**src/sv/tcp_seq_ack_flow_adjust_unit_defines.svh**
```systemverilog
// Assertion macros shared by the flow adjustment unit.
// Depends on nothing; the including module must provide i_clk and i_rst_n.
`ifndef TCP_SEQ_ACK_FLOW_ADJUST_UNIT_DEFINES_SVH
`define TCP_SEQ_ACK_FLOW_ADJUST_UNIT_DEFINES_SVH

// The consequent must hold in the same cycle as the antecedent.
`define TSAF_ASSERT_SAME(lbl, ante, cons, msg) \
    lbl: assert property (@(posedge i_clk) disable iff (!i_rst_n) (ante) |-> (cons)) \
        else $error(msg);

// The consequent must hold in the cycle after the antecedent.
`define TSAF_ASSERT_NEXT(lbl, ante, cons, msg) \
    lbl: assert property (@(posedge i_clk) disable iff (!i_rst_n) (ante) |=> (cons)) \
        else $error(msg);

`endif

```
**src/sv/tsaf_pkg.sv**
```systemverilog
// Package for the TCP sequence and acknowledgement flow adjustment unit.
// Holds the flow entry types and shared constants; depends on nothing.
package tsaf_pkg;

    localparam int FLOW_ENTRIES_DEF = 64;
    localparam int DPM_W            = 12;
    localparam int MCNT_W           = 11;
    localparam logic [7:0] PROTO_TCP = 8'd6;

    typedef struct packed {
        logic [63:0] addrs;
        logic [39:0] ports;
        logic [31:0] delta;
    } t_flow_entry;

    typedef struct packed {
        logic        we;
        t_flow_entry data;
    } t_mem_wr;

endpackage

```
**src/sv/tsaf_engine.sv**
```systemverilog
// Walk, compare and update engine: for a TCP header, scans the filled part of the
// flow table, then adjusts the header and writes or adds the own flow entry.
// Depends on tsaf_pkg and on the assertion macros header.
`include "tcp_seq_ack_flow_adjust_unit_defines.svh"

module tsaf_engine
    import tsaf_pkg::*;
#(
    parameter int FLOW_ENTRIES = FLOW_ENTRIES_DEF,
    localparam int IdxW = $clog2(FLOW_ENTRIES),
    localparam int CntW = $clog2(FLOW_ENTRIES + 1)
) (
    input  logic                    i_clk,
    input  logic                    i_rst_n,
    input  logic                    start,
    output logic                    busy,
    input  logic [31:0]             i_src_addr,
    input  logic [15:0]             i_src_port,
    input  logic [31:0]             i_dst_addr,
    input  logic [15:0]             i_dst_port,
    input  logic [7:0]              i_protocol,
    input  logic [31:0]             i_seq_num,
    input  logic [31:0]             i_ack_num,
    input  logic [15:0]             i_ip_total_length,
    input  logic [MCNT_W-1:0]       i_match_count,
    input  logic signed [DPM_W-1:0] i_delta_per_match,
    output logic                    o_valid,
    output logic [31:0]             o_new_seq_num,
    output logic [31:0]             o_new_ack_num,
    output logic [15:0]             o_new_ip_length,
    output logic                    o_header_changed,
    output logic                    o_table_full,
    output logic [IdxW-1:0]         o_raddr,
    input  t_flow_entry             i_rdata,
    output t_mem_wr                 o_wr,
    output logic [IdxW-1:0]         o_waddr
);

    typedef enum logic [1:0] {S_IDLE, S_WALK, S_UPD} t_state;

    localparam logic [CntW-1:0] FullCount = CntW'(FLOW_ENTRIES);

    t_state              r_state;
    logic [CntW-1:0]     r_addr;
    logic                r_pend;
    logic [IdxW-1:0]     r_pend_idx;
    logic [CntW-1:0]     r_count;
    logic [63:0]         r_fa;
    logic [39:0]         r_fp;
    logic [31:0]         r_seq;
    logic [31:0]         r_ack;
    logic [15:0]         r_len;
    logic                r_mcnt_nz;
    logic                r_tcp;
    logic [31:0]         r_add;
    logic                r_own_hit;
    logic [IdxW-1:0]     r_own_idx;
    logic [31:0]         r_own_delta;
    logic                r_rev_hit;
    logic [31:0]         r_rev_delta;
    logic                r_valid;
    logic [31:0]         r_new_seq;
    logic [31:0]         r_new_ack;
    logic [15:0]         r_new_len;
    logic                r_changed;
    logic                r_full;

    logic                accept;
    logic [63:0]         rev_fa;
    logic [39:0]         rev_fp;
    logic                own_match;
    logic                rev_match;
    logic signed [23:0]  prod;
    logic                room;
    logic                upd_active;
    logic [31:0]         n_seq;
    logic [31:0]         n_ack;
    logic [15:0]         n_len;
    logic                n_changed;

    assign accept = start && (r_state == S_IDLE);
    assign busy   = (r_state != S_IDLE);

    assign rev_fa    = {r_fa[31:0], r_fa[63:32]};
    assign rev_fp    = {r_fp[23:8], r_fp[39:24], r_fp[7:0]};
    assign own_match = r_pend && (i_rdata.addrs == r_fa) && (i_rdata.ports == r_fp);
    assign rev_match = r_pend && (i_rdata.addrs == rev_fa) && (i_rdata.ports == rev_fp);

    assign prod = $signed({1'b0, i_match_count}) * i_delta_per_match;

    assign room       = (r_count < FullCount);
    assign upd_active = (r_state == S_UPD) && r_tcp && r_mcnt_nz;

    always_comb begin
        n_seq     = r_seq;
        n_ack     = r_ack;
        n_len     = r_len;
        n_changed = 1'b0;
        if (r_tcp) begin
            if (r_own_hit && (r_own_delta != 32'd0)) begin
                n_seq     = r_seq + r_own_delta;
                n_changed = 1'b1;
            end
            if (r_rev_hit && (r_rev_delta != 32'd0)) begin
                n_ack     = r_ack + r_rev_delta;
                n_changed = 1'b1;
            end
            if (r_mcnt_nz) begin
                n_len     = r_len + r_add[15:0];
                n_changed = 1'b1;
            end
        end
    end

    always_comb begin
        o_wr.we         = upd_active && (r_own_hit || room);
        o_wr.data.addrs = r_fa;
        o_wr.data.ports = r_fp;
        o_wr.data.delta = r_own_hit ? (r_own_delta + r_add) : r_add;
        o_waddr         = r_own_hit ? r_own_idx : r_count[IdxW-1:0];
    end

    assign o_raddr = r_addr[IdxW-1:0];

    always_ff @(posedge i_clk) begin
        if (!i_rst_n) begin
            r_state <= S_IDLE;
            r_count <= '0;
            r_pend  <= 1'b0;
            r_valid <= 1'b0;
        end else begin
            r_valid <= 1'b0;
            case (r_state)
                S_IDLE: begin
                    if (accept) begin
                        r_fa      <= {i_src_addr, i_dst_addr};
                        r_fp      <= {i_src_port, i_dst_port, i_protocol};
                        r_seq     <= i_seq_num;
                        r_ack     <= i_ack_num;
                        r_len     <= i_ip_total_length;
                        r_mcnt_nz <= (i_match_count != '0);
                        r_tcp     <= (i_protocol == PROTO_TCP);
                        r_add     <= {{8{prod[23]}}, prod};
                        r_addr    <= '0;
                        r_pend    <= 1'b0;
                        r_own_hit <= 1'b0;
                        r_rev_hit <= 1'b0;
                        r_state   <= (i_protocol == PROTO_TCP) ? S_WALK : S_UPD;
                    end
                end
                S_WALK: begin
                    if (own_match) begin
                        r_own_hit   <= 1'b1;
                        r_own_idx   <= r_pend_idx;
                        r_own_delta <= i_rdata.delta;
                    end
                    if (rev_match) begin
                        r_rev_hit   <= 1'b1;
                        r_rev_delta <= i_rdata.delta;
                    end
                    if (r_addr < r_count) begin
                        r_pend     <= 1'b1;
                        r_pend_idx <= r_addr[IdxW-1:0];
                        r_addr     <= r_addr + 1'b1;
                    end else begin
                        r_pend <= 1'b0;
                        if (!r_pend) begin
                            r_state <= S_UPD;
                        end
                    end
                end
                S_UPD: begin
                    if (upd_active && !r_own_hit && room) begin
                        r_count <= r_count + 1'b1;
                    end
                    r_new_seq <= n_seq;
                    r_new_ack <= n_ack;
                    r_new_len <= n_len;
                    r_changed <= n_changed;
                    r_full    <= upd_active && !r_own_hit && !room;
                    r_valid   <= 1'b1;
                    r_state   <= S_IDLE;
                end
                default: begin
                    r_state <= S_IDLE;
                end
            endcase
        end
    end

    assign o_valid          = r_valid;
    assign o_new_seq_num    = r_new_seq;
    assign o_new_ack_num    = r_new_ack;
    assign o_new_ip_length  = r_new_len;
    assign o_header_changed = r_changed;
    assign o_table_full     = r_full;

    `TSAF_ASSERT_NEXT(a_upd_gives_result, r_state == S_UPD, r_valid && (r_state == S_IDLE), "update did not yield exactly one result")
    `TSAF_ASSERT_SAME(a_count_bound, 1'b1, r_count <= FullCount, "flow count exceeds table size")
    `TSAF_ASSERT_SAME(a_full_only_when_full, r_valid && r_full, r_count == FullCount, "table full reported with free slots")
    `TSAF_ASSERT_SAME(a_write_only_in_update, o_wr.we, r_state == S_UPD, "table written outside the update step")

endmodule

```
**config.mk**
```make
export PLATFORM = sky130hd
export DESIGN_NAME = tsaf_engine
export DESIGN_NICKNAME = d
export VERILOG_FILES = /design/src/sv/tsaf_pkg.sv /design/src/sv/tsaf_engine.sv
export VERILOG_INCLUDE_DIRS = /design/src /design/src/sv
export SDC_FILE = /design/constraint.sdc
export NUM_CORES = 1
export LEC_CHECK = 0
export BUFFER_PORTS_ARGS = -buffer_cell sky130_fd_sc_hd__buf_2
export CAP_MARGIN = 25
export CELL_PAD_IN_SITES_DETAIL_PLACEMENT = 1
export CELL_PAD_IN_SITES_GLOBAL_PLACEMENT = 1
export CORE_UTILIZATION = 39
export CTS_CLUSTER_DIAMETER = 30
export DETAILED_ROUTE_END_ITERATION = 6
export GPL_ROUTABILITY_DRIVEN = 0
export GPL_TIMING_DRIVEN = 0
export HOLD_SLACK_MARGIN = 0.08
export PLACE_DENSITY = 0.82
export SYNTH_ARGS = -nofsm -noshare
export SYNTH_HDL_FRONTEND = slang
export SYNTH_SLANG_ARGS = --single-unit
```
**constraint.sdc**
```tcl
create_clock -name i_clk -period 7.1 [get_ports i_clk]
set_clock_uncertainty 0.05 [all_clocks]
set_input_delay 1.065 -clock i_clk [delete_from_list [all_inputs] [get_ports i_clk]]
set_output_delay 1.065 -clock i_clk [all_outputs]
set_load 0.01 [all_outputs]
```
==> results of run 1 <==
[final cells by class]
cell class                 count  area share
antenna                       32     0.00241
timing repair buffer         584      0.0916
clock inverter                74      0.0308
tap                          855      0.0322
sequential                   388       0.347
buffer                        65     0.00821
clock buffer                 102      0.0743
multi-input combinational   1614       0.386
inverter                     239      0.0270
[worst paths after layout]
check	startpoint	to	slack (ns)	cells past startpoint
hold reg to reg	r_pend_idx[2]$_DFFE_PP_	r_own_idx[2]$_DFFE_PP_	0.38	0
hold / removal	r_pend_idx[2]$_DFFE_PP_	r_own_idx[2]$_DFFE_PP_	0.38	0
setup / recovery	i_match_count[8]	r_add[22]$_DFFE_PP_	0.83	19
setup reg to reg	r_fa[15]$_DFFE_PP_	r_own_delta[23]$_DFFE_PP_	3.20	9
[flip-flops by register name, indices dropped and copies added (netlist names), 2 cells and up]
signal           count
r_own_idx            6
r_len               16
r_seq               32
r_state              2
r_count              7
r_fa                64
r_ack               32
r_rev_delta         32
r_own_delta         32
r_pend_idx           6
o_new_ip_length     16
o_new_ack_num       32
r_add               24
r_fp                40
r_addr               7
o_new_seq_num       32
[synth_stat cells, drive strengths merged (9+ instances only)]
| library cell | number |
|---|---|
| edfxtp | 377 |
| inv | 238 |
| nand2 | 227 |
| ha | 190 |
| o21ai | 143 |
| xnor2 | 140 |
| a21oi | 107 |
| xor2 | 102 |
| fa | 95 |
| and2 | 63 |
| nor2 | 63 |
| clkbuf | 49 |
| nor4 | 48 |
| a21o | 46 |
| nand4 | 43 |
| o22ai | 29 |
| mux2 | 27 |
| nand2b | 26 |
| nand3 | 21 |
| o2bb2ai | 21 |
| nor3 | 19 |
| o21a | 19 |
| a221oi | 18 |
| nor2b | 17 |
| buf | 16 |
| a211oi | 12 |
| and3 | 11 |
| dfxtp | 11 |
| a31oi | 10 |
| o21bai | 10 |
| o31ai | 9 |
[metal layers]
| metal | wire length (um) | GRT usage | up-vias |
|---|---|---|---|
| met2 | 47900 | 0.486 | 1322 |
| met3 | 11900 | 0.117 | 381 |
| met5 | 235 | 0.0142 | - |
| li1 | - | - | 9719 |
| met4 | 4850 | 0.144 | 19 |
| met1 | 42100 | 0.395 | 11300 |
[logic make-up after synthesis]
group,after synthesis
simple gates,570
xor+xnor,242
buf+inv,304
compound gates,489
flops,388
fa+ha+maj,285
mux,28
[worst reg2reg max path: cells and delay by family (launching register included)]
kind / cells / cell delay, ns
AO/OA/AOI/OAI: 3 / 0.94
buffers and inverters: 2 / 0.49
flip-flops: 1 / 0.43
AND/OR/NAND/NOR: 4 / 1.62
[report_power, final]
| group | switching, mW | total, mW | internal [mW] |
|---|---|---|---|
| combinational | 1.73 | 2.97 | 1.23 |
| clock | 1.52 | 4.75 | 3.23 |
| sequential | 0.146 | 2.91 | 2.76 |
| total | 3.40 | 10.6 | 7.22 |
[per-stage QoR]
step | hold WS, ns | power [mW] | setup slack [ns] | TNS, ns
floorplan | 0.350 | 4.86 | 0.0911 | 0
global placement | 0.350 | 5.64 | -2.44 | -418.57
detailed placement | 0.356 | 5.81 | 0.309 | 0
CTS | 0.373 | 10.6 | 0.918 | 0
global route | 0.377 | 11.1 | 0.571 | 0
finish | 0.377 | 10.6 | 0.828 | 0
==> impl_metrics.toml, run 1 <==
[power]
ir_drop_uv = 206
leakagePower_nw = 14.3
powerDensity_mw_per_mm2 = 320

[sta]
period_needed_ns = 6.27
rsz0062_at_grt = "false"
final-hold-violation-count = 0
max_freq_ghz = 0.159
finalCritPeriodShare = 0.883
slew_viol_final = 0
tightestPinTransition_ns = 0.879
setup_viol = 0
timing.slew.headroom = 0.408

[cts]
cts-root-buf = "clkbuf_16"
post_cts_buffers = 0
clk_pin_slew_ns = 0.06
ctsHoldBuffers = 0
clkSinkCount = 388
cts_max_level = 3
clock_path_buffers = 3
insertion_delay_ns = 0.64
tritoncts = "built"
post_cts_resize_count = 0
cts_buffers = 96

[finish]
fin_util = 0.515
fin_area_mm2 = 0.0332
mostFrequentLayoutCell = "buf_2"
multiInputGateArea_mm2 = 0.0128
layout-drive-gt1-share = 0.267
seq_area_mm2 = 0.0115
areaGrowthSynthToFinish_pct = 30.2
fin_cells = 3953
final_cell_mix = "buf_2 (582), edfxtp_1 (377), inv_1 (238)"
fill_cells = 7121
nets = 3619

[detailed_routing]
vias = 22700
detail-route-antenna-nets = 0
post_drt_via_cell_ratio = 5.75
post_drt_wl_per_cell_um = 27.1
dr.first_iter.drc_count = 2278
route.detailed.drc = 9
dr.pass1.iters = 7
drt_wl_total_mm = 107

[grt]
gr-usage-all-layers = 0.317
grt_pass1_vias = 24400
grt_max_degree = 75
grt.overflow.total = 0
grt_antenna_before_repair = 33
grt_pass1_wl_mm = 156

[placement]
place_hpwl_mm = 83.1
placed_area_mm2 = 0.0297
place_inst = 3745
numPortBuffers = 578

[worst_setup_path]
cp.buffers_inverters = 5
slowest_delay_ns = 0.58
end_kind = "flip-flop"
cp_max_fo = 10
timing.critical_path.mode_cell = "fa_1"
path_cells = "buf_2 > clkbuf_1 > nand2_1 > fa_1 > inv_1 > fa_1 > inv_1 > fa_1 > fa_1 > fa_1 > inv_1 > ha_1 > a211oi_1 > nand3b_1 > a31oi_1 > o2111ai_1 > a31o_2 > a21oi_1 > xnor2_1"
required_ns = 7.41
worstPathArrival_ns = 6.58
path_class = "in2reg"
crit_family = "adder cells"
critPathSlowestCell = "fa_1"
start_kind = "input port"

[floorplan]
die_h_um = 258
dieArea_mm2 = 0.0665
io_pins = 579
core-area_mm2 = 0.0646
initial_core_util = 0.395
die_w_um = 258
num_rows = 93

[logic_synthesis]
netlist_area_mm2 = 0.0255
syn_area_per_cell_um2 = 11.1
ys_ff_latch = 388
async_reset_ff_frac = 0
synth_seq_area_share = 0.452
synth_compound_area_frac = 0.128
synth_fa_ha_area_frac = 0.168
ys.flop_type = "edfxtp_1"
synth_area_leaders = "edfxtp_1 (44%), ha_1 (9.3%), fa_1 (7.5%)"
synth_top_family_by_area = "adder cells"
netlist.top_cell.by_area = "edfxtp_1"
synth_edf_count = 377
synth_top_area_frac = 0.444
yosys.area_share.simple = 0.111
yosys.cell_types.count = 82
synthXorXnorAreaFrac = 0.0831
syn_inst = 2306
muxShareOfSynthArea = 0.0123
synth_fp_nets = 2937
yosys_warnings = 0

[hold_path]
min_path_type = "reg2reg"

[outcome]
status = "complete, but fails checks"
violations = "DRC"

[run]
maxCapViolCount = 0
Power figures use the tool's default switching activity.
==> run 2: changes to the inputs <==
--- a/config.mk
+++ b/config.mk
@@ -8,15 +8,15 @@
 export LEC_CHECK = 0
 export BUFFER_PORTS_ARGS = -buffer_cell sky130_fd_sc_hd__buf_2
 export CAP_MARGIN = 25
-export CELL_PAD_IN_SITES_DETAIL_PLACEMENT = 1
-export CELL_PAD_IN_SITES_GLOBAL_PLACEMENT = 1
-export CORE_UTILIZATION = 39
+export CELL_PAD_IN_SITES_DETAIL_PLACEMENT = 0
+export CELL_PAD_IN_SITES_GLOBAL_PLACEMENT = 2
+export CORE_UTILIZATION = 38
 export CTS_CLUSTER_DIAMETER = 30
 export DETAILED_ROUTE_END_ITERATION = 6
 export GPL_ROUTABILITY_DRIVEN = 0
 export GPL_TIMING_DRIVEN = 0
 export HOLD_SLACK_MARGIN = 0.08
-export PLACE_DENSITY = 0.82
+export PLACE_DENSITY = 0.91
 export SYNTH_ARGS = -nofsm -noshare
 export SYNTH_HDL_FRONTEND = slang
 export SYNTH_SLANG_ARGS = --single-unit
==> constraint.sdc (replaced) <==
create_clock -name i_clk -period 7.25 [get_ports i_clk]
set_clock_uncertainty 0.05 [all_clocks]
set_input_delay 1.0875 -clock i_clk [delete_from_list [all_inputs] [get_ports i_clk]]
set_output_delay 1.0875 -clock i_clk [all_outputs]
set_load 0.01 [all_outputs]
==> run 2 against run 1 <==
Effect of this change: the flow still finishes with violations (DRC); register-to-register slack improved by 0.15 ns; highest routed layer unchanged; routed wire length shrank 11%; global-route usage decreased by 4.5 points.
==> impl_metrics.toml, run 2 (synthesis gave the netlist of run 1 again) <==
[worst_setup_path]
worstPathArrival_ns = 6.49
cp_max_fo = 10
r2r-start = "r_fa[15]$_DFFE_PP_"
path_cells = "buf_2 > clkbuf_1 > nand2_1 > fa_1 > fa_1 > fa_1 > inv_1 > fa_1 > inv_1 > fa_1 > inv_1 > ha_1 > o21a_1 > o21ai_0 > a21oi_1 > o2111a_1 > nor2_1 > a21oi_1 > a41o_1 > o22ai_1 > xnor2_1"
reg2regPathDepth = 9
r2r-end = "r_own_delta[23]$_DFFE_PP_"
timing.critical_path.mode_cell = "fa_1"
critPathSlowestCell = "fa_1"
slowest_delay_ns = 0.60
cp.buffers_inverters = 5
required_ns = 7.54
r2r_slack_ns = 3.35
end_kind = "flip-flop"
crit_family = "adder cells"
path_class = "in2reg"
cp.depth = 21
start_kind = "input port"

[placement]
numPortBuffers = 578
place_hpwl_mm = 76.8
dpl_worst_slack_ns = 0.463
placed_area_mm2 = 0.0297
place_inst = 3754

[detailed_routing]
detail-route-antenna-nets = 0
drt_wl_total_mm = 94.8
route.detailed.drc = 102
dr.first_iter.drc_count = 2376
post_drt_via_cell_ratio = 5.47
post_drt_wl_per_cell_um = 24.0
vias = 21600
dr.pass1.iters = 7

[sta]
max_freq_ghz = 0.161
rsz0062_at_grt = "false"
slew_viol_final = 0
whs_ns = 0.369
tightestPinTransition_ns = 0.875
period_needed_ns = 6.19
finalCritPeriodShare = 0.854
final-hold-violation-count = 0
layout_setup_ws_ns = 1.06
timing.slew.headroom = 0.411
setup_viol = 0

[hold_path]
hold-path-endpoint = "r_own_idx[3]$_DFFE_PP_"
min_path_type = "reg2reg"
min_path_cells = 0
min_from = "r_pend_idx[3]$_DFFE_PP_"

[cts]
insertion_delay_ns = 0.64
cts_buffers = 93
clk_pin_slew_ns = 0.05
clock_path_buffers = 3
ctsHoldBuffers = 0
cts-root-buf = "clkbuf_16"
tritoncts = "built"
post_cts_resize_count = 0
clkSinkCount = 388
post_cts_buffers = 0
cts_max_level = 3

[grt]
grt_pass1_wl_mm = 135
grt_antenna_before_repair = 24
grt_max_degree = 77
grt_pass1_vias = 21400
grt.overflow.total = 0
gr-usage-all-layers = 0.272

[finish]
nets = 3616
regMostFlops = "r_fa"
layout-drive-gt1-share = 0.267
fin_cells = 3951
areaGrowthSynthToFinish_pct = 28.9
largest_reg_flops = 64
mostFrequentLayoutCell = "buf_2"
reg.largest.list = "r_fa x64, r_fp x40"
fin_area_mm2 = 0.0329
final_cell_mix = "buf_2 (582), edfxtp_1 (377), inv_1 (238)"

[outcome]
status = "complete, but fails checks"
violations = "DRC"

[power]
leakagePower_nw = 14.1
ir_drop_uv = 212
powerDensity_mw_per_mm2 = 294
total_power_mw = 9.69

[run]
maxCapViolCount = 0

[floorplan]
num_rows = 94
initial_core_util = 0.386
core-area_mm2 = 0.0661
io_pins = 579
dieArea_mm2 = 0.0682
die_h_um = 261
die_w_um = 261
## run 2: metrics by stage
stage	utilization	TNS, ns
2_1_floorplan	-	0
4_1_cts	0.497	0
6_report	0.498	0
3_5_place_dp	0.449	0
3_3_place_gp	0.446	-396.26
5_1_grt	0.497	0
## run 2: routing by layer
| metal | routed length (um) | track usage |
|---|---|---|
| met1 | 39600 | 0.365 |
| met2 | 40700 | 0.405 |
| met3 | 11200 | 0.0952 |
| met4 | 3180 | 0.0917 |
| met5 | 148 | 0.0118 |
## run 2: final cells by class
| type | instances | area (um2) |
|---|---|---|
| repair buffers | 584 | 3040 |
| plain buffers | 65 | 273 |
| fillers | 5997 | 33200 |
| multi-input cells | 1614 | 12800 |
| clock buffers | 103 | 2400 |
| diodes | 24 | 60.1 |
| flip-flops and latches | 388 | 11500 |
| well taps | 864 | 1080 |
| clock inverters | 70 | 774 |
| inverters | 239 | 897 |
## run 2: report_power, final
group / switching [mW] / internal [mW] / leakage [nW]
Combinational: 1.51 / 1.18 / 9.05
Clock: 1.44 / 2.71 / 1.53
Sequential: 0.139 / 2.70 / 3.55
Total: 3.09 / 6.60 / 14.1
## run 2: worst max-delay path by stage
stage / startpoint / slack, ns / to
after detailed placement: i_match_count[7] / 0.46 / r_add[22]$_DFFE_PP_
after global routing: i_match_count[7] / 0.78 / r_add[22]$_DFFE_PP_
after CTS: i_match_count[7] / 1.12 / r_add[22]$_DFFE_PP_
after floorplan: i_rst_n / 0.22 / r_addr[0]$_SDFFCE_PN0P_
after global placement: start / -2.34 / r_addr[1]$_SDFFCE_PN0P_
final: i_match_count[7] / 1.06 / r_add[23]$_DFFE_PP_
